==> config.mk <==
export PLATFORM = sky130hd
export DESIGN_NAME = dwq_ctrl
export DESIGN_NICKNAME = d
export VERILOG_FILES = /design/src/dwq_pkg.sv /design/src/dwq_ctrl.sv
export SDC_FILE = /design/constraint.sdc
export NUM_CORES = 1
export LEC_CHECK = 0
export BUFFER_PORTS_ARGS = -buffer_cell sky130_fd_sc_hd__buf_2
export CAP_MARGIN = 20
export CORE_AREA = 2 2 120 146
export DETAILED_ROUTE_END_ITERATION = 10
export DIE_AREA = 0 0 122 148
export PLACE_DENSITY = 0.8
export REMOVE_ABC_BUFFERS = 1
export SYNTH_ARGS = -nofsm -noshare
export SYNTH_HDL_FRONTEND = slang
export SYNTH_SLANG_ARGS = --single-unit
==> constraint.sdc <==
create_clock -name clk -period 4.1 [get_ports clk]
set_input_delay 0.205 -clock clk [delete_from_list [all_inputs] [get_ports clk]]
set_output_delay 0.205 -clock clk [all_outputs]
set_load 0.02 [all_outputs]
==> src/dwq_pkg.sv <==
// dwq_pkg: shared widths, operation and status codes, and the result type
// for the de-duplicating work queue. No dependencies.
package dwq_pkg;

  // Payload widths
  localparam int ADDR_W   = 64;
  localparam int OP_W     = 2;
  localparam int STATUS_W = 3;

  // Default table size
  localparam int DEFAULT_TABLE_DEPTH = 256;

  // Operation codes
  localparam logic [OP_W-1:0] OP_RESET = 2'd0;
  localparam logic [OP_W-1:0] OP_ADD   = 2'd1;
  localparam logic [OP_W-1:0] OP_GET   = 2'd2;

  // Result status codes
  localparam logic [STATUS_W-1:0] ST_RESET   = 3'd0;
  localparam logic [STATUS_W-1:0] ST_ADDED   = 3'd1;
  localparam logic [STATUS_W-1:0] ST_PENDING = 3'd2;
  localparam logic [STATUS_W-1:0] ST_HANDLED = 3'd3;
  localparam logic [STATUS_W-1:0] ST_GOT     = 3'd4;
  localparam logic [STATUS_W-1:0] ST_NONE    = 3'd5;

  // One result transaction
  typedef struct packed {
    logic [STATUS_W-1:0] status;
    logic [ADDR_W-1:0]   address_out;
  } res_t;

endpackage

==> src/dwq_ctrl.sv <==
// dwq_ctrl: sequencer for reset, add (linear scan + append) and get
// transactions; owns entry count and head index. Depends on dwq_pkg.
module dwq_ctrl import dwq_pkg::*; #(
  parameter int TABLE_DEPTH = DEFAULT_TABLE_DEPTH,
  localparam int IdxW = $clog2(TABLE_DEPTH),
  localparam int CntW = $clog2(TABLE_DEPTH + 1)
) (
  input  logic              clk,
  input  logic              rst_n,
  // input transaction
  input  logic              in_valid,
  output logic              in_ready,
  input  logic [OP_W-1:0]   in_opcode,
  input  logic [ADDR_W-1:0] in_address,
  // table access
  output logic              rd_en,
  output logic [IdxW-1:0]   rd_idx,
  input  logic [ADDR_W-1:0] rd_data,
  output logic              wr_en,
  output logic [IdxW-1:0]   wr_idx,
  output logic [ADDR_W-1:0] wr_data,
  // result hand-off
  output logic              res_valid,
  input  logic              res_ready,
  output res_t              res
);

  typedef enum logic [1:0] {
    S_IDLE,
    S_SCAN,
    S_GET,
    S_RESP
  } state_t;

  state_t            state_r, state_nxt;
  logic [CntW-1:0]   count_r, count_nxt;
  logic [CntW-1:0]   pend_r, pend_nxt;
  logic [IdxW-1:0]   scan_idx_r, scan_idx_nxt;
  logic [ADDR_W-1:0] addr_r, addr_nxt;
  res_t              res_r, res_nxt;
  logic [CntW-1:0]   scan_next;

  assign scan_next = CntW'(scan_idx_r) + CntW'(1);

  // Next-state and table access
  always_comb begin
    state_nxt    = state_r;
    count_nxt    = count_r;
    pend_nxt     = pend_r;
    scan_idx_nxt = scan_idx_r;
    addr_nxt     = addr_r;
    res_nxt      = res_r;
    rd_en        = 1'b0;
    rd_idx       = scan_idx_r;
    wr_en        = 1'b0;
    wr_idx       = '0;
    wr_data      = addr_r;

    unique case (state_r)
      S_IDLE: begin
        if (in_valid) begin
          addr_nxt  = in_address;
          res_nxt   = '{status: ST_NONE, address_out: '0};
          state_nxt = S_RESP;
          unique case (in_opcode)
            OP_RESET: begin
              // root goes to entry 0, already handled
              wr_en          = 1'b1;
              wr_idx         = '0;
              wr_data        = in_address;
              count_nxt      = CntW'(1);
              pend_nxt       = CntW'(1);
              res_nxt.status = ST_RESET;
            end
            OP_ADD: begin
              if (count_r == '0) begin
                // empty table: append at once
                wr_en          = 1'b1;
                wr_idx         = '0;
                wr_data        = in_address;
                count_nxt      = CntW'(1);
                res_nxt.status = ST_ADDED;
              end else begin
                rd_en        = 1'b1;
                rd_idx       = '0;
                scan_idx_nxt = '0;
                state_nxt    = S_SCAN;
              end
            end
            OP_GET: begin
              if (pend_r < count_r) begin
                rd_en     = 1'b1;
                rd_idx    = pend_r[IdxW-1:0];
                state_nxt = S_GET;
              end
            end
            default: ;
          endcase
        end
      end

      S_SCAN: begin
        // compare entry scan_idx_r, prefetch the following one
        if (rd_data == addr_r) begin
          res_nxt.status = (CntW'(scan_idx_r) < pend_r) ? ST_HANDLED : ST_PENDING;
          state_nxt      = S_RESP;
        end else if (scan_next < count_r) begin
          rd_en        = 1'b1;
          rd_idx       = scan_next[IdxW-1:0];
          scan_idx_nxt = scan_next[IdxW-1:0];
        end else if (count_r < CntW'(TABLE_DEPTH)) begin
          wr_en          = 1'b1;
          wr_idx         = count_r[IdxW-1:0];
          wr_data        = addr_r;
          count_nxt      = count_r + CntW'(1);
          res_nxt.status = ST_ADDED;
          state_nxt      = S_RESP;
        end else begin
          res_nxt.status = ST_NONE;
          state_nxt      = S_RESP;
        end
      end

      S_GET: begin
        res_nxt.status      = ST_GOT;
        res_nxt.address_out = rd_data;
        pend_nxt            = pend_r + CntW'(1);
        state_nxt           = S_RESP;
      end

      S_RESP: begin
        if (res_ready) begin
          state_nxt = S_IDLE;
        end
      end

      default: state_nxt = S_IDLE;
    endcase
  end

  // State and registered outputs
  always_ff @(posedge clk) begin
    addr_r     <= addr_nxt;
    scan_idx_r <= scan_idx_nxt;
    res_r      <= res_nxt;
    if (!rst_n) begin
      state_r <= S_IDLE;
      count_r <= '0;
      pend_r  <= '0;
    end else begin
      state_r <= state_nxt;
      count_r <= count_nxt;
      pend_r  <= pend_nxt;
    end
  end

  assign in_ready  = (state_r == S_IDLE);
  assign res_valid = (state_r == S_RESP);
  assign res       = res_r;

endmodule

## After elaboration in Yosys (flattened, before gate mapping)

Cells that the tools add are included.

| storage, ports and cells | value |
|---|---|
| register bits | 159 |
| bits in latches | 0 |
| RAM bits | 0 |
| memory bits (read-only) | 0 |
| input bits | 134 |
| output and inout bits | 151 |
| word-level logic and storage cells | 102 |
| memories kept | 0 |

| operators by class | value |
|---|---|
| add/subtract/negate cells | 3 |
| $mul | 0 |
| divide/modulo/power cells | 0 |
| $lt $le $gt $ge | 4 |
| equality and inequality tests | 16 |
| shift-type cells | 0 |
| multiplexer cells | 59 |
| bitwise logic cells | 0 |
| reduce and logical (&&, ||, !) cells | 13 |

Operator list:

| operator | count |
|---|---|
| $pmux W64 S2 | 2 |
| $mux W64 | 3 |
| $mux W8 | 11 |
| $mux W67 | 1 |
| $eq A64 B64 Y1 | 1 |
| $mux W9 | 7 |
| $pmux W9 S2 | 3 |
| $pmux W8 S2 | 3 |
| $add A9 B1 Y9 const B | 2 |
| $lt A9 B9 Y1 | 2 |
| $mux W1 | 12 |
| $mux W3 | 4 |
| $reduce_and A3 Y1 | 4 |
| $mux W2 | 5 |
| $add A8 B1 Y9 const B | 1 |
| $logic_not A9 Y1 | 1 |
| $lt A8 B9 Y1 | 1 |
| $lt A9 B9 Y1 const B | 1 |
| $pmux W3 S3 | 1 |
| $ne A2 B2 Y1 const B | 4 |
| $pmux W1 S2 | 4 |
| $pmux W2 S4 | 1 |
| $reduce_and A7 Y1 | 1 |
| $eq A2 B2 Y1 const B | 3 |
| 10 further kinds | 17 |

## Longest topological paths before layout

| logic depth | value |
|---|---|
| word-level depth | 5 |
| depth in mapped cells | 13 |
| depth with buffers taken out | 12 |

## Least setup slack after synthesis

OpenSTA, ideal clock, no wires.

| timing path | value |
|---|---|
| kind | reg2out |
| start | register state_r[0] |
| end | output port rd_idx[2] |
| arrival time | 3552 ps |
| data required time | 3895 ps |
| path slack | 343 ps |
| cell stages (with the launch flop) | 12 |
| buffers on the path | 2 |
| cell sequence | dfxtp_1 -> inv_1 -> ha_1 -> clkbuf_1 -> nand2_1 -> inv_1 -> nand2_1 -> nor2_1 -> nor2_1 -> or2_0 -> buf_2 -> a221o_1 |

| on the way | value |
|---|---|
| word-level cells in the longest chain between the ends | 2 |
| elaborated cells on any way between the ends | 3 |
| classes of those cells | eq/ne (1); mux (1); reduce/logical (1) |

RTL lines:

| what | RTL line | RTL |
|---|---|---|
| start: declaration | dwq_ctrl.sv:35 | `state_t state_r, state_nxt;` |
| start signal: assignment | dwq_ctrl.sv:151 | `state_r <= state_nxt;` |
| $logic_not A2 Y1 | - |  |
| named net in_ready | dwq_ctrl.sv:12 | `output logic in_ready,` |
| $pmux W8 S2 | dwq_ctrl.sv:59 | `unique case (state_r)` |
| end: declaration | dwq_ctrl.sv:17 | `output logic [IdxW-1:0] rd_idx,` |

The timed path passes the listed nets, and every way through them passes these cells.

## Final worst setup path

| timing path | value |
|---|---|
| start | register scan_idx_r[0] |
| end | output port rd_idx[5] |

| on the way | value |
|---|---|
| word-level cells in the longest chain between the ends | 5 |

RTL lines:

| what | RTL line | RTL |
|---|---|---|
| start: declaration | dwq_ctrl.sv:38 | `logic [IdxW-1:0] scan_idx_r, scan_idx_nxt;` |
| start signal: assignment | dwq_ctrl.sv:144 | `scan_idx_r <= scan_idx_nxt;` |
| $add A8 B1 Y9 (*) | dwq_ctrl.sv:43 | `assign scan_next = CntW'(scan_idx_r) + CntW'(1);` |
| $lt A9 B9 Y1 | dwq_ctrl.sv:107 | `end else if (scan_next < count_r) begin` |
| $mux W8 (*) | dwq_ctrl.sv:107 |  |
| $mux W8 (*) | dwq_ctrl.sv:104 | `if (rd_data == addr_r) begin` |
| $pmux W8 S2 (*) | dwq_ctrl.sv:59 |  |

Every way passes the cells marked *; elsewhere a longest branch is shown, timed or not.

==> metrics.cfg <==
[run_status]
status = finished, final reports clean

[power]
p_per_area_mw_per_mm2 = 654
cellLeakagePower_nw = 4.95
ir_worst_vdd_v = 0.000355
power_mw = 7.34

[logic_synthesis]
ys_types = 62
synth_edf_count = 139
synth_common_cells = 139 x edfxtp_1, 77 x and2_1, 68 x xor2_1, 64 x a22o_1, 36 x ha_1
yosys.area.top_type_share_pct = 49.9
syn_area_mm2 = 0.00836
synth_most_common_cell = edfxtp_1
yosys_warnings = 0
ys_top_cells_by_area = edfxtp_1 50%, xor2_1 7.1%, a22o_1 6.7%, and2_1 5.8%, ha_1 5.4%
yosys.area.top_type = edfxtp_1
async_flop_share_pct = 0
ys_seq_elements = 159
postSynthAreaPerCell_um2 = 12.2
yosysSeqAreaShare_pct = 54.7
syn_inst = 684
ys.flop_type = edfxtp_1

[global_routing]
grt_max_degree = 66
antenna_found_initial = 1
groute.usage.overall_pct = 29.0
grt_pass1_vias = 7158
grt_pass1_wl_um = 39500
grt_overflow = 0

[critical_path]
slowest_delay_ns = 0.48
crit_fanout = 11
critPathLaunchType = flop
cp.arrival_ns = 3.70
end_kind = primary output
critPathKind = reg2out
worstPathCellList = ha_1, nand3_1, nor2_2, xor2_1, ha_1, a21o_1, a21oi_1, o31ai_1, a21o_2, or4b_1, a21oi_1, a221o_1, buf_2
rr_worst_depth = 11
slowest_stage = or4b_1
cp_data_required_time_ns = 3.89
reg2reg_from = scan_idx_r[2]
r2r_end = count_r[2]
rrSetupSlack_ns = 0.58

[die]
ios = 285
die_area_mm2 = 0.0181
rows = 52
fp.dieW_um = 122
core_mm2 = 0.0166
start_util_pct = 50.4
dieHeight_um = 148

[placement]
dp.cells = 1159
place.gp.congestion = 0.935
dpl_cell_area_mm2 = 0.00997
hpwl_um = 18600
place_ws_ns = 0.669
portBuffers = 284

[final_layout]
finalNonFillerCells = 1257
nets = 1197
area_growth_pct = 34.1
stdcell_area_mm2 = 0.0112
drive_gt1_share_pct = 33.0
fin_util_pct = 67.6
fillerInstances = 1205

[timing]
final-hold-violation-count = 0
fin_tns_setup_ns = 0
setup_viol = 0
skew_ns = 0.0100
worstMarginPinSlew_ns = 0.755
timing.hold.ws_ns = 0.0860
slew_headroom_pct = 49.7
timing.final.crit_share_pct = 95.2
finalMaxSlewViolations = 0
rsz0062_at_grt = no
fmax_mhz = 256
worst_slack_ns = 0.195
post-route-min-period_ns = 3.91

[min_path]
worstHoldPathType = in2reg
min_to = res[40]
min-delay-start = rd_data[40]
whs_path_depth = 2

[detailed_routing]
route.antenna.remaining_nets = 0
post_drt_wl_per_cell_um = 21.1
drcViolationCount = 0
drtPass1Iterations = 5
wl_um = 26500
first_iter_violations = 630
via_per_inst = 5.75
num_vias = 7226

[clocking]
htreeDepth = 4
cts.sinks = 159
cts_tree = yes
clockRootBuffer = clkbuf_16
clockBufferDepth = 2
clock_latency_ns = 0.43
clkTransAtPathRegs_ns = 0.07
cts_buffers = 17

[run]
cap_violations = 0

==> timing repair <==
item,in CTS,in global routing
endpoints found under the hold margin,64,0
gates resized for setup,0,4
hold buffers,64,0
endpoints found under the setup margin,0,11
setup buffers,0,1
==> layout make-up <==
type,count,area (um2),share of cell area (%)
timing repair buffer,357,2130,19.0
antenna,1,2.50,0.0223
clock buffer,18,429,3.83
tap,216,270,2.41
clock inverter,14,151,1.35
multi-input combinational,465,3560,31.7
inverter,27,101,0.903
sequential,159,4570,40.8
==> cells by family (layout without fill, tap and decap cells) <==
logic type | Yosys count | after routing | share of synthesized area, %
simple gates | 204 | 204 | 14.2
flops | 159 | 159 | 54.7
compound gates | 142 | 142 | 13.8
xor+xnor | 77 | 77 | 8.06
buf+inv | 60 | 416 | 3.10
fa+ha+maj | 36 | 36 | 5.39
mux | 6 | 6 | 0.733
other cells | 0 | 1 | 0
==> critical path: cells and delay by family, from the launching register on <==
family / cells / cell delay, ns
buffers and inverters: 1 / 0.16
and+or+nand+nor: 3 / 0.89
xor gates and xnor gates: 1 / 0.17
AOI/OAI and AO/OA: 6 / 1.08
DFF: 1 / 0.46
adders and majority gates: 2 / 0.52
==> cells in the final DEF, fill, tap and decap left out, types with 3 or more instances in the layout <==
cell and count:
nor2b_1 4, nand2_1 22, nor3_1 6, o211a_1 3, o21ai_1 3, buf_2 284, nor2_1 20, inv_1 26
nand3_1 12, nand2b_1 9, xnor2_1 9, a22o_1 64, and3_1 3, buf_4 9, nand4_1 14, and2_1 77
dfxtp_1 20, clkbuf_16 17, or4_1 3, o31ai_1 6, o21ai_0 11, a21oi_1 11, a221o_1 6, xor2_1 68
a21o_1 11, a211o_1 3, clkinv_4 4, inv_8 3, edfxtp_1 139, mux2i_1 5, dlygate4sd3_1 64, nor4_1 18
ha_1 35
==> state kept, by name (all words and copies together), names as in the netlist <==
| name | flops |
|---|---|
| res | 67 |
| addr_r | 64 |
| count_r | 9 |
| pend_r | 9 |
| scan_idx_r | 8 |
| state_r | 2 |
==> where the power goes <==
group	internal (mW)	leakage, nW	total [mW]	switching (mW)
Sequential	2.44	1.51	2.73	0.283
Clock	0.858	0.277	1.55	0.696
Combinational	1.06	3.16	3.06	1.99
Total	4.37	4.95	7.34	2.97
==> metal layers <==
layer  global-route usage [%]  part of all wire [%]  vias to the layer above
met5                        0                     0                        -
met4                     15.3                   5.2                        0
met3                     9.10                   9.1                       93
met2                     50.7                    51                      411
met1                     31.1                    35                     3470
li1                         -                     -                     3252
==> how the worst max path moves through the flow <==
| stage | from | endpoint | slack, ns | depth (start not counted) |
|---|---|---|---|---|
| after floorplan | state_r[0] | count_r[2] | -0.57 | 9 |
| after global placement | scan_idx_r[0] | rd_idx[5] | 0.74 | 13 |
| after detailed placement | scan_idx_r[0] | rd_idx[0] | 0.67 | 13 |
| after CTS | scan_idx_r[0] | rd_idx[0] | 0.17 | 13 |
| after global routing | scan_idx_r[1] | rd_idx[5] | 0.006 | 13 |
| final | scan_idx_r[0] | rd_idx[5] | 0.19 | 13 |
Power figures use the tool's default switching activity.
