**config.mk**
```make
export PLATFORM = sky130hd
export DESIGN_NAME = dwq_out_stage
export DESIGN_NICKNAME = d
export VERILOG_FILES = /design/src/dwq_pkg.sv /design/src/dwq_out_stage.sv
export SDC_FILE = /design/constraint.sdc
export NUM_CORES = 1
export LEC_CHECK = 0
export BUFFER_PORTS_ARGS = -buffer_cell sky130_fd_sc_hd__buf_2
export CAP_MARGIN = 10
export CORE_MARGIN = 10
export CORE_UTILIZATION = 44
export CTS_CLUSTER_SIZE = 10
export DETAILED_ROUTE_END_ITERATION = 7
export PLACE_DENSITY = 0.88
export SKIP_LAST_GASP = 1
export SYNTH_ARGS = -nofsm -noshare
export SYNTH_HDL_FRONTEND = slang
export SYNTH_SLANG_ARGS = --single-unit
```
**constraint.sdc**
```tcl
create_clock -name clk -period 2.5 [get_ports clk]
set_clock_uncertainty 0.1 [all_clocks]
set_input_delay 0.625 -clock clk [delete_from_list [all_inputs] [get_ports clk]]
set_output_delay 0.625 -clock clk [all_outputs]
set_load 0.02 [all_outputs]
```
**src/dwq_pkg.sv**
```systemverilog
// dwq_pkg: shared widths, operation and status codes, and the result type
// for the de-duplicating work queue. No dependencies.
package dwq_pkg;

  // Payload widths
  localparam int ADDR_W   = 64;
  localparam int OP_W     = 2;
  localparam int STATUS_W = 3;

  // Default table size
  localparam int DEFAULT_TABLE_DEPTH = 256;

  // Operation codes
  localparam logic [OP_W-1:0] OP_RESET = 2'd0;
  localparam logic [OP_W-1:0] OP_ADD   = 2'd1;
  localparam logic [OP_W-1:0] OP_GET   = 2'd2;

  // Result status codes
  localparam logic [STATUS_W-1:0] ST_RESET   = 3'd0;
  localparam logic [STATUS_W-1:0] ST_ADDED   = 3'd1;
  localparam logic [STATUS_W-1:0] ST_PENDING = 3'd2;
  localparam logic [STATUS_W-1:0] ST_HANDLED = 3'd3;
  localparam logic [STATUS_W-1:0] ST_GOT     = 3'd4;
  localparam logic [STATUS_W-1:0] ST_NONE    = 3'd5;

  // One result transaction
  typedef struct packed {
    logic [STATUS_W-1:0] status;
    logic [ADDR_W-1:0]   address_out;
  } res_t;

endpackage

```
**src/dwq_out_stage.sv**
```systemverilog
// dwq_out_stage: output register for result transactions, so the sequencer
// can take a new item while a result waits. Depends on dwq_pkg.
module dwq_out_stage import dwq_pkg::*; (
  input  logic                clk,
  input  logic                rst_n,
  input  logic                res_valid,
  output logic                res_ready,
  input  res_t                res,
  output logic                out_valid,
  input  logic                out_ready,
  output logic [STATUS_W-1:0] out_status,
  output logic [ADDR_W-1:0]   out_address_out
);

  logic valid_r;
  res_t data_r;

  // slot is free when empty or being drained this cycle
  assign res_ready = !valid_r || out_ready;

  always_ff @(posedge clk) begin
    if (res_valid && res_ready) begin
      data_r <= res;
    end
    if (!rst_n) begin
      valid_r <= 1'b0;
    end else if (res_valid && res_ready) begin
      valid_r <= 1'b1;
    end else if (out_ready) begin
      valid_r <= 1'b0;
    end
  end

  assign out_valid       = valid_r;
  assign out_status      = data_r.status;
  assign out_address_out = data_r.address_out;

endmodule

```
; After elaboration in Yosys (flattened, before gate mapping)
; Index checks and enable logic that the tools add are counted.
[classes]
muxes = 2
reduce_logical = 4
[op_table]
columns = cell, count
row1 = two-way mux 1 bit, 2
row2 = nonzero test 2 bit, 1
row3 = logical AND 1 bit, 1
row4 = zero test 1 bit, 1
row5 = logical OR 1 bit, 1
[totals]
register_bits = 68
inputBits = 71
output_inout_bits = 69
word_cells = 9

; Longest topological paths before layout
; Gate-level depths: netlist (run 1).
[depth]
depth_word = 4
mapped_depth = 2

; Worst setup path after synthesis (run 1)
; Ideal clock, no wire load.
[synth_timing]
kind = in2reg
startpoint = in out_ready
endpoint = reg data_r, in the netlist out_address_out[0], enable pin
setup_ps = 378
arrival_time_ps = 1358
required_time_ps = 2022
setup_slack_ps = 665
cell_stages = 2
cell_sequence = nand2b_4 > and2_4
[synth_via]
elab_chain_cells = 2
[synth_rtl]
columns = item, line_no
row1 = start: declaration, dwq_out_stage.sv:10  ; input logic out_ready,
row2 = logical OR 1 bit, dwq_out_stage.sv:19  ; assign res_ready = !valid_r || out_ready;
row3 = logical AND 1 bit, dwq_out_stage.sv:22  ; if (res_valid && res_ready) begin
row4 = end signal: assignment, dwq_out_stage.sv:23  ; data_r <= res;
row5 = end: declaration, dwq_out_stage.sv:16  ; res_t data_r;
; Every way passes these cells.
; A chain may end at the register's enable or synchronous reset.

; Final worst setup path (run 1)
[layout_timing]
startpoint = in out_ready
endpoint = out res_ready
[layout_via]
elab_chain_cells = 1
[layout_rtl]
columns = item, line_no
row1 = logical OR 1 bit, dwq_out_stage.sv:19
row2 = end: declaration, dwq_out_stage.sv:7  ; output logic res_ready,
; Every way passes these cells.

==> impl_metrics.csv, run 1 <==
group,metric,value,unit
logic_synthesis,ys_seq_area_share,98.19,%
place,io_buffer_count,139,
sta,clock.fmax,0.5741,GHz
detailed_routing,drt-total-wl,5.605,mm
critical_path,crit_path_end_kind,"output pin",
layout,drive_gt1_share,69.30,%
sta,slew_headroom,70.76,%
clocking,cts_buffers,9,
logic_synthesis,synth_area_per_cell,28.74,um^2
logic_synthesis,synth_area,2069,um^2
die,ioPinCount,140,
die,die_area,7846,um^2
pwr,peakVddDrop,553.6,uV
global_route,grt_max_degree,37,
sta,worst_pin_slew,0.4386,ns
logic_synthesis,synthMuxAreaShare,0,%
clocking,cts_buffer_depth,2,
critical_path,cp.arrival,1.02,ns
logic_synthesis,synth_compound_area_share,0.5441,%
worst_hold_path,worstHoldPathType,"primary input to flip-flop",
sta,hold_violations,0,
die,std_cell_rows,24,
logic_synthesis,synth_nets,143,
detailed_routing,firstDrtPassIters,4,
place,finalWeightedCongestion,0.6979,
clocking,clk_pin_slew,0.07,ns
critical_path,worst-path-buf-inv,2,
clocking,cts_root_buffer,"clkbuf_8",
die,dieHeight,88.58,um
detailed_routing,wl_per_cell,20.02,um
critical_path,cpMostUsedCell,"buf_2",
die,fp.dieW,88.58,um
logic_synthesis,synth_xor_area_share,0,%
logic_synthesis,yosys.area_share.simple,1.088,%
logic_synthesis,yosys.area.top_type_share,97.22,%
global_route,grt_pass1_vias,1412,
layout,layout_common_cells,"buf_2 (139), edfxtp_1 (67), clkbuf_8 (9)",
logic_synthesis,synth_top_family_by_area,"simple AND/OR/NAND/NOR gates",
logic_synthesis,synth_fa_ha_area_share,0,%
clocking,cts_sinks,68,
critical_path,cpPeakStageDelay,0.16,ns
clocking,worstSkewPairLatency,0.32,ns
run,cap_viol_max_count,0,
layout,syn2layout_area_growth,47.40,%
critical_path,worstSetupPathType,"primary input to output pin",
sta,period_needed,1.742,ns
critical_path,crit_path_top_delay_cell,"buf_2",
critical_path,start_kind,"primary input",
status,outcome,"complete, no violations",
pwr,p_per_area,821.8,nW/um^2
detailed_routing,num_vias,1290,
critical_path,crit_required,1.77,ns
sta,setup_tns,0,ns
logic_synthesis,synth_area_leaders,"edfxtp_1 (97%), dfxtp_1 (0.97%), nand2b_4 (0.67%), a21boi_2 (0.54%), and2_4 (0.42%)",
detailed_routing,drcViolationCount,0,
logic_synthesis,postSynthCellCount,72,
clocking,h-tree-depth,3,
detailed_routing,via_per_inst,4.607,
critical_path,crit_path_cell_trace,"buf_2, nand2b_4, buf_2",
sta,slew_viol_final,0,
detailed_routing,drt-initial-drc-count,83,
sta,finalSetupViolCount,0,
layout,layout_commonest_cell,"buf_2",
layout,nets,295,
sta,finalCritPeriodShare,69.67,%
critical_path,critical_path.top_delay_family,"buffers and inverters",
logic_synthesis,yosysTopAreaCell,"edfxtp_1",
global_route,grt_pass1_wl,7.790,mm
pwr,total_power,2507,uW
logic_synthesis,yosys_warnings,0,
logic_synthesis,ys_ff_latch,68,
clocking,cts.repair.resized,0,
critical_path,cp_max_fo,3,
clocking,cts_tree,"built",
detailed_routing,ant_nets,0,
global_route,antenna_found_initial,0,
global_route,grt.total_usage,13.84,%
global_route,grt_overflow,0,
layout,n_antenna_cell,0,
clocking,cts_hold_buf,0,
sta,rsz0062_at_grt,"false",
clocking,post_cts_buffers,0,
die,start_util,46.57,%
logic_synthesis,synthDistinctLibCells,6,
die,core,4444,um^2
pwr,p_leak,0.001335,uW
-- worst paths after layout --
| check | cells after the start | endpoint | slack (ns) | startpoint |
|---|---|---|---|---|
| max reg2reg | 3 | out_address_out[30] | 1.10 | out_valid |
| min reg2reg | 2 | out_valid | 0.41 | out_valid |
| min | 1 | out_address_out[1] | 0.37 | res[1] |
| max | 3 | res_ready | 0.76 | out_ready |
-- power breakdown --
part	total, uW	leakage [uW]	internal (uW)	switching [uW]
clock	922	0.000102	553	369
combinational	238	0.000577	85.3	153
sequential	1350	0.000657	1330	14.8
total	2510	0.00134	1970	537
-- synthesized netlist by cell type --
master	n
edfxtp_1	67
a21boi_2	1
and2_4	1
dfxtp_1	1
inv_1	1
nand2b_4	1
-- area by class of cell --
cell class / count / area, um^2
Fill cell: 298 / 1394
Clock inverter: 5 / 77.57
Clock buffer: 10 / 127.6
Sequential cell: 68 / 2032
Tap cell: 52 / 65.06
Multi-Input combinational cell: 3 / 33.78
Timing Repair Buffer: 141 / 710.7
Inverter: 1 / 3.754
-- registers in the layout, summed over array words and instances (netlist names) --
name,cells
out_valid,1
out_address_out,64
out_status,3
-- per-stage QoR --
step | setup WS [ns] | hold slack [ns] | instance area, um^2 | util (%) | instances
final | 0.7582 | 0.3743 | 3050 | 68.64 | 280
after detailed placement | 0.6700 | 0.4087 | 2845 | 64.02 | 265
after global placement | 0.7068 | 0.3845 | 2845 | 64.02 | 265
after global routing | 0.7448 | 0.3515 | 3050 | 68.64 | 280
after floorplan | 0.6645 | 0.5261 | 2069 | - | 72
after CTS | 0.7558 | 0.3501 | 3050 | 68.64 | 280
-- kinds of logic after synthesis --
kind of cell	count (synthesis)
buf+inv	1
compound gates	1
flops	68
simple gates	2
-- routing by layer --
metal  part of all wire [%]  GRT usage (%)  vias to the layer above  routed length [um]
met5                      0              0                        -                   0
met4                    1.6          7.636                        0                  87
met3                     16          8.548                       10                 870
met2                     51          23.71                       90                2838
met1                     32          12.31                      601                1808
li1                       -              -                      589                   -
Note: power is estimated with default switching activity, not from simulation.
==> inputs of run 2 (changes only) <==
- CORE_UTILIZATION: 44 -> 40
- PLACE_DENSITY: 0.88 -> 0.81
- clock period: 2.5 -> 1.75 ns (I/O delays scaled with it)
==> run 2 against run 1 <==
  * Non-clock buffer count stayed put
  * Final cell count up 6.8%
  * Sequential share of layout area is 1.7 points lower
  * Count of clock-buffer cells in the layout decreased by 1
  * Routed wire length down 4.1%
==> impl_metrics.csv, run 2 (synthesized netlist as in run 1, its figures left out) <==
group,metric,value,unit
status,outcome,"complete, no violations",
global_route,grt.total_usage,12.94,%
global_route,grt_max_degree,35,
critical_path,rrSetupSlack,0.53,ns
critical_path,start_kind,"flip-flop",
place,place_inst,283,
pwr,p_per_area,1204,nW/um^2
global_route,grt_pass1_wl,8.010,mm
detailed_routing,drt-total-wl,5.375,mm
clocking,post_cts_buffers,0,
pwr,clockPowerShare,39.7,%
die,dieHeight,91.93,um
clocking,cts_hold_buf,0,
detailed_routing,wl_per_cell,17.98,um
sta,clock.fmax,0.6801,GHz
clocking,cts_sinks,68,
detailed_routing,num_vias,1263,
place,finalWeightedCongestion,0.6890,
clocking,cts_buffer_depth,2,
place,io_buffer_count,139,
critical_path,crit_path_end_kind,"output pin",
die,ioPinCount,140,
worst_hold_path,min_from,"res[49]",
sta,rsz0062_at_grt,"false",
die,die_area,8451,um^2
critical_path,setup.worst_path.start,"out_valid",
die,std_cell_rows,26,
detailed_routing,via_per_inst,4.224,
clocking,cts_buffers,9,
critical_path,worstReg2RegEnd,"out_address_out[12]",
global_route,antenna_found_initial,0,
sta,hold_violations,0,
sta,finalSetupViolCount,0,
critical_path,crit_path_cell_trace,"nand2b_4, buf_2",
layout,fin_util,61.69,%
die,fp.dieW,91.93,um
layout,drive_gt1_share,69.00,%
pwr,p_leak,0.001357,uW
layout,finish.instance_area,3131,um^2
clocking,cts_tree,"built",
layout,syn2layout_area_growth,51.27,%
die,core,5075,um^2
clocking,worstSkewPairLatency,0.33,ns
detailed_routing,ant_nets,0,
critical_path,cp.arrival,0.93,ns
die,start_util,40.78,%
sta,finalCritPeriodShare,84.02,%
pwr,switching_share,21.10,%
critical_path,crit_required,1.21,ns
detailed_routing,drcViolationCount,0,
clocking,clk_pin_slew,0.07,ns
clocking,h-tree-depth,3,
place,placement.cell_area,2893,um^2
worst_hold_path,min_to,"out_address_out[49]",
global_route,grt_overflow,0,
layout,largest_register_ffs,64,
sta,worst_pin_slew,0.1797,ns
worst_hold_path,hold_path_depth,1,
clocking,cts_root_buffer,"clkbuf_8",
worst_hold_path,worstHoldPathType,"primary input to flip-flop",
detailed_routing,drt-initial-drc-count,47,
critical_path,worstSetupPathType,"flip-flop to output pin",
critical_path,cpPeakStageDelay,0.37,ns
sta,slew_viol_final,0,
global_route,grt_pass1_vias,1476,
pwr,sequentialPowerShare,51.0,%
sta,setup_tns,0,ns
layout,stdcell_count,299,
critical_path,r2r-start,"out_valid",
layout,layout_common_cells,"buf_2 (139), edfxtp_1 (67), clkbuf_8 (9), bufinv_16 (3)",
critical_path,r2r_cells,3,
pwr,comb_power_share,9.3,%
sta,period_needed,1.470,ns
pwr,p_sw,794.8,uW
layout,layout_commonest_cell,"buf_2",
critical_path,crit_path_top_delay_cell,"dfxtp_1",
critical_path,cp_max_fo,3,
clocking,cts.repair.resized,0,
layout,n_antenna_cell,0,
sta,slew_headroom,88.02,%
run,cap_viol_max_count,0,
layout,nets,295,
detailed_routing,firstDrtPassIters,3,
pwr,p_int,2973,uW
pwr,peakVddDrop,924.6,uV
-- run 2: routing by layer --
layer  track usage [%]  vias to the layer above  wire, um
met5                 0                        -         0
met4             8.226                        0       122
met3             10.19                       10       866
met2             19.65                       90      2584
met1             11.82                      572      1801
li1                  -                      591         -
-- run 2: power groups by stage --
| stage | Sequential (uW) | Combinational, uW | Clock, uW |
|---|---|---|---|
| after floorplan | 2090 | 35.8 | 0 |
| after global placement | 1950 | 350 | 0 |
| after detailed placement | 1960 | 358 | 0 |
| after CTS | 1920 | 358 | 1530 |
| after global routing | 1930 | 377 | 1610 |
| final | 1920 | 350 | 1500 |
-- run 2: per-stage QoR --
stage	worst slack, ns	power, uW	hold WS, ns
finish	0.2796	3768	0.1750
global route	0.2312	3916	0.1524
CTS	0.2549	3815	0.1592
detailed placement	0.3121	2317	0.4057
global placement	0.3204	2303	0.3907
floorplan	0.1020	2121	0.4364
-- run 2: worst max-delay path, delay by kind of cell (launching register included) --
kind	cells	cell delay [ns]
simple gates	1	0.07
flops	1	0.37
buf+inv	1	0.16
-- run 2: worst max path at each step --
| stage | cells past startpoint | end | slack (ns) |
|---|---|---|---|
| after CTS | 2 | res_ready | 0.25 |
| final | 2 | res_ready | 0.28 |
| after global placement | 4 | out_address_out[11] | 0.32 |
| after detailed placement | 4 | out_address_out[3] | 0.31 |
| after floorplan | 2 | out_address_out[0] | 0.10 |
| after global routing | 2 | res_ready | 0.23 |
-- run 2: cell type report --
class                      count  area, um^2
clock buffer                   9       123.9
clock inverter                 7       113.9
fill                         393        1944
inverter                       1       3.754
multi-input combinational      3       33.78
sequential                    68        2032
tap                           70       87.58
timing repair buffer         141       735.7
==> inputs of run 3 (changes only) <==
- CORE_UTILIZATION: 40 -> 37
- PLACE_DENSITY: 0.81 -> 0.79
- clock period: 1.75 -> 1.2 ns (I/O delays scaled with it)
==> run 3 against run 2 <==
  * The flow now finishes with violations (setup timing)
  * Register-to-register slack got worse by 0.69 ns
  * Count of clock-buffer cells in the layout rose by 2
  * Via count rose by 5.2%
  * Non-clock buffer count rose by 13
  * First-iteration DRC count fell by 6.4%
  * Power rose by 39%
  * Combinational power rose by 110%
  * Die area rose by 6.3%
  * Routed wire length rose by 8.8%
  * Worst hold slack got worse by 0.13 ns
  * Worst setup slack got worse by 0.46 ns
  * Largest cell class unchanged
  * Largest power group unchanged
==> impl_metrics.csv, run 3 (synthesized netlist as in run 1, its figures left out) <==
group,metric,value,unit
status,outcome,"finished with violations",
status,violations,"setup timing",
detailed_routing,via_per_inst,4.206,
sta,rsz0062_at_grt,"true",
layout,fin_util,66.76,%
die,fp.dieW,94.79,um
clocking,cts_hold_buf,0,
clocking,h-tree-depth,3,
critical_path,crit_required,0.80,ns
place,io_buffer_count,139,
die,std_cell_rows,27,
global_route,grt_max_degree,23,
detailed_routing,drt-initial-drc-count,44,
global_route,grt_overflow,0,
sta,finalCritPeriodShare,115.0,%
sta,clock.fmax,0.7248,GHz
detailed_routing,drt-total-wl,5.848,mm
clocking,cts_buffers,9,
place,finalWeightedCongestion,0.7687,
critical_path,cp_max_fo,2,
layout,drive_gt1_share,69.83,%
die,core,5473,um^2
die,die_area,8984,um^2
layout,largest_register_ffs,64,
layout,layout_commonest_cell,"buf_2",
sta,slew_viol_final,0,
die,dieHeight,94.79,um
detailed_routing,ant_nets,0,
global_route,use_met1,10.30,%
die,ioPinCount,140,
critical_path,start_kind,"flip-flop",
clocking,cts_tree,"built",
critical_path,crit_path_end_kind,"output pin",
layout,fill_cells,397,
place,placement.cell_area,2942,um^2
detailed_routing,drcViolationCount,0,
critical_path,r2r_cells,4,
detailed_routing,num_vias,1329,
global_route,met3_usage,11.02,%
place,hpwl,4.368,mm
critical_path,cp.arrival,0.98,ns
global_route,antenna_found_initial,4,
sta,hold_violations,0,
global_route,grt.total_usage,12.14,%
layout,multi_input_area,42.54,um^2
worst_hold_path,hold_path_depth,1,
clocking,worstSkewPairLatency,0.33,ns
run,cap_viol_max_count,0,
pwr,p_leak,0.001560,uW
die,start_util,37.81,%
place,place_ws,-0.1072,ns
clocking,clk_pin_slew,0.07,ns
layout,seqCellArea,2036,um^2
clocking,cts_root_buffer,"clkbuf_8",
pwr,p_per_area,1433,nW/um^2
layout,syn2layout_area_growth,76.54,%
worst_hold_path,worstHoldPathType,"primary input to flip-flop",
detailed_routing,wl_per_cell,18.51,um
pwr,peakVddDrop,963.9,uV
sta,finalSetupViolCount,136,
global_route,busiest_layer,"met2",
layout,nets,309,
global_route,grt_pass1_vias,1472,
sta,period_needed,1.380,ns
clocking,cts_buffer_depth,2,
layout,layout_common_cells,"buf_2 (80), edfxtp_1 (67), buf_6 (64), clkbuf_8 (9), clkbuf_16 (4)",
global_route,met2_usage,19.11,%
sta,worst_pin_slew,0.1960,ns
critical_path,worstSetupPathType,"flip-flop to output pin",
critical_path,rrSetupSlack,-0.16,ns
detailed_routing,firstDrtPassIters,4,
clocking,cts_sinks,68,
pwr,total_power,5235,uW
sta,slew_headroom,86.94,%
layout,finish.instance_area,3654,um^2
global_route,grt_pass1_wl,7.845,mm
sta,setup_ws,-0.1797,ns
-- run 3: per-stage QoR --
stage / hold slack (ns) / std cells / TNS [ns]
after CTS: 0.02620 / 306 / -11.63
final: 0.04375 / 316 / -10.81
after detailed placement: 0.3781 / 289 / -6.242
after global routing: 0.01770 / 314 / -16.19
after global placement: 0.3768 / 289 / -5.010
after floorplan: 0.2989 / 72 / -22.01
-- run 3: what timing repair did --
item | 4_1_cts | 5_1_grt
setup endpoints to repair | 111 | 136
cloned | 0 | 7
setup buffers | 2 | 1
gates resized for setup | 57 | 66
-- run 3: cell type report --
cell class                 instances  area share, %
clock buffer                      11          3.596
multi-input combinational          4          1.164
tap                               72          2.466
clock inverter                     4          1.130
inverter                           1         0.1027
timing repair buffer             154          35.68
antenna                            2         0.1370
sequential                        68          55.72
-- run 3: final timing paths --
path	start	endpoint
worst min register to register	out_valid	out_valid
worst min-delay path	res[43]	out_address_out[43]
worst max register to register	out_valid	out_address_out[3]
worst max-delay path	out_valid	res_ready
-- run 3: worst max-delay path: stages (launching register included) --
cell and delay (ns):
dfxtp_4 0.36, nand2b_4 0.06, buf_6 0.12, buf_6 0.12
-- run 3: metal layers --
metal / routed length (um) / part of all wire [%] / vias to the layer above
li1: - / - / 623
met5: 7 / 0.12 / -
met3: 1027 / 18 / 10
met1: 1864 / 32 / 606
met4: 95 / 1.6 / 2
met2: 2853 / 49 / 88
-- run 3: power breakdown --
part / total [uW] / internal [uW] / switching [uW]
combinational: 732 / 390 / 341
clock: 1670 / 929 / 740
sequential: 2840 / 2780 / 57.1
total: 5240 / 4100 / 1140
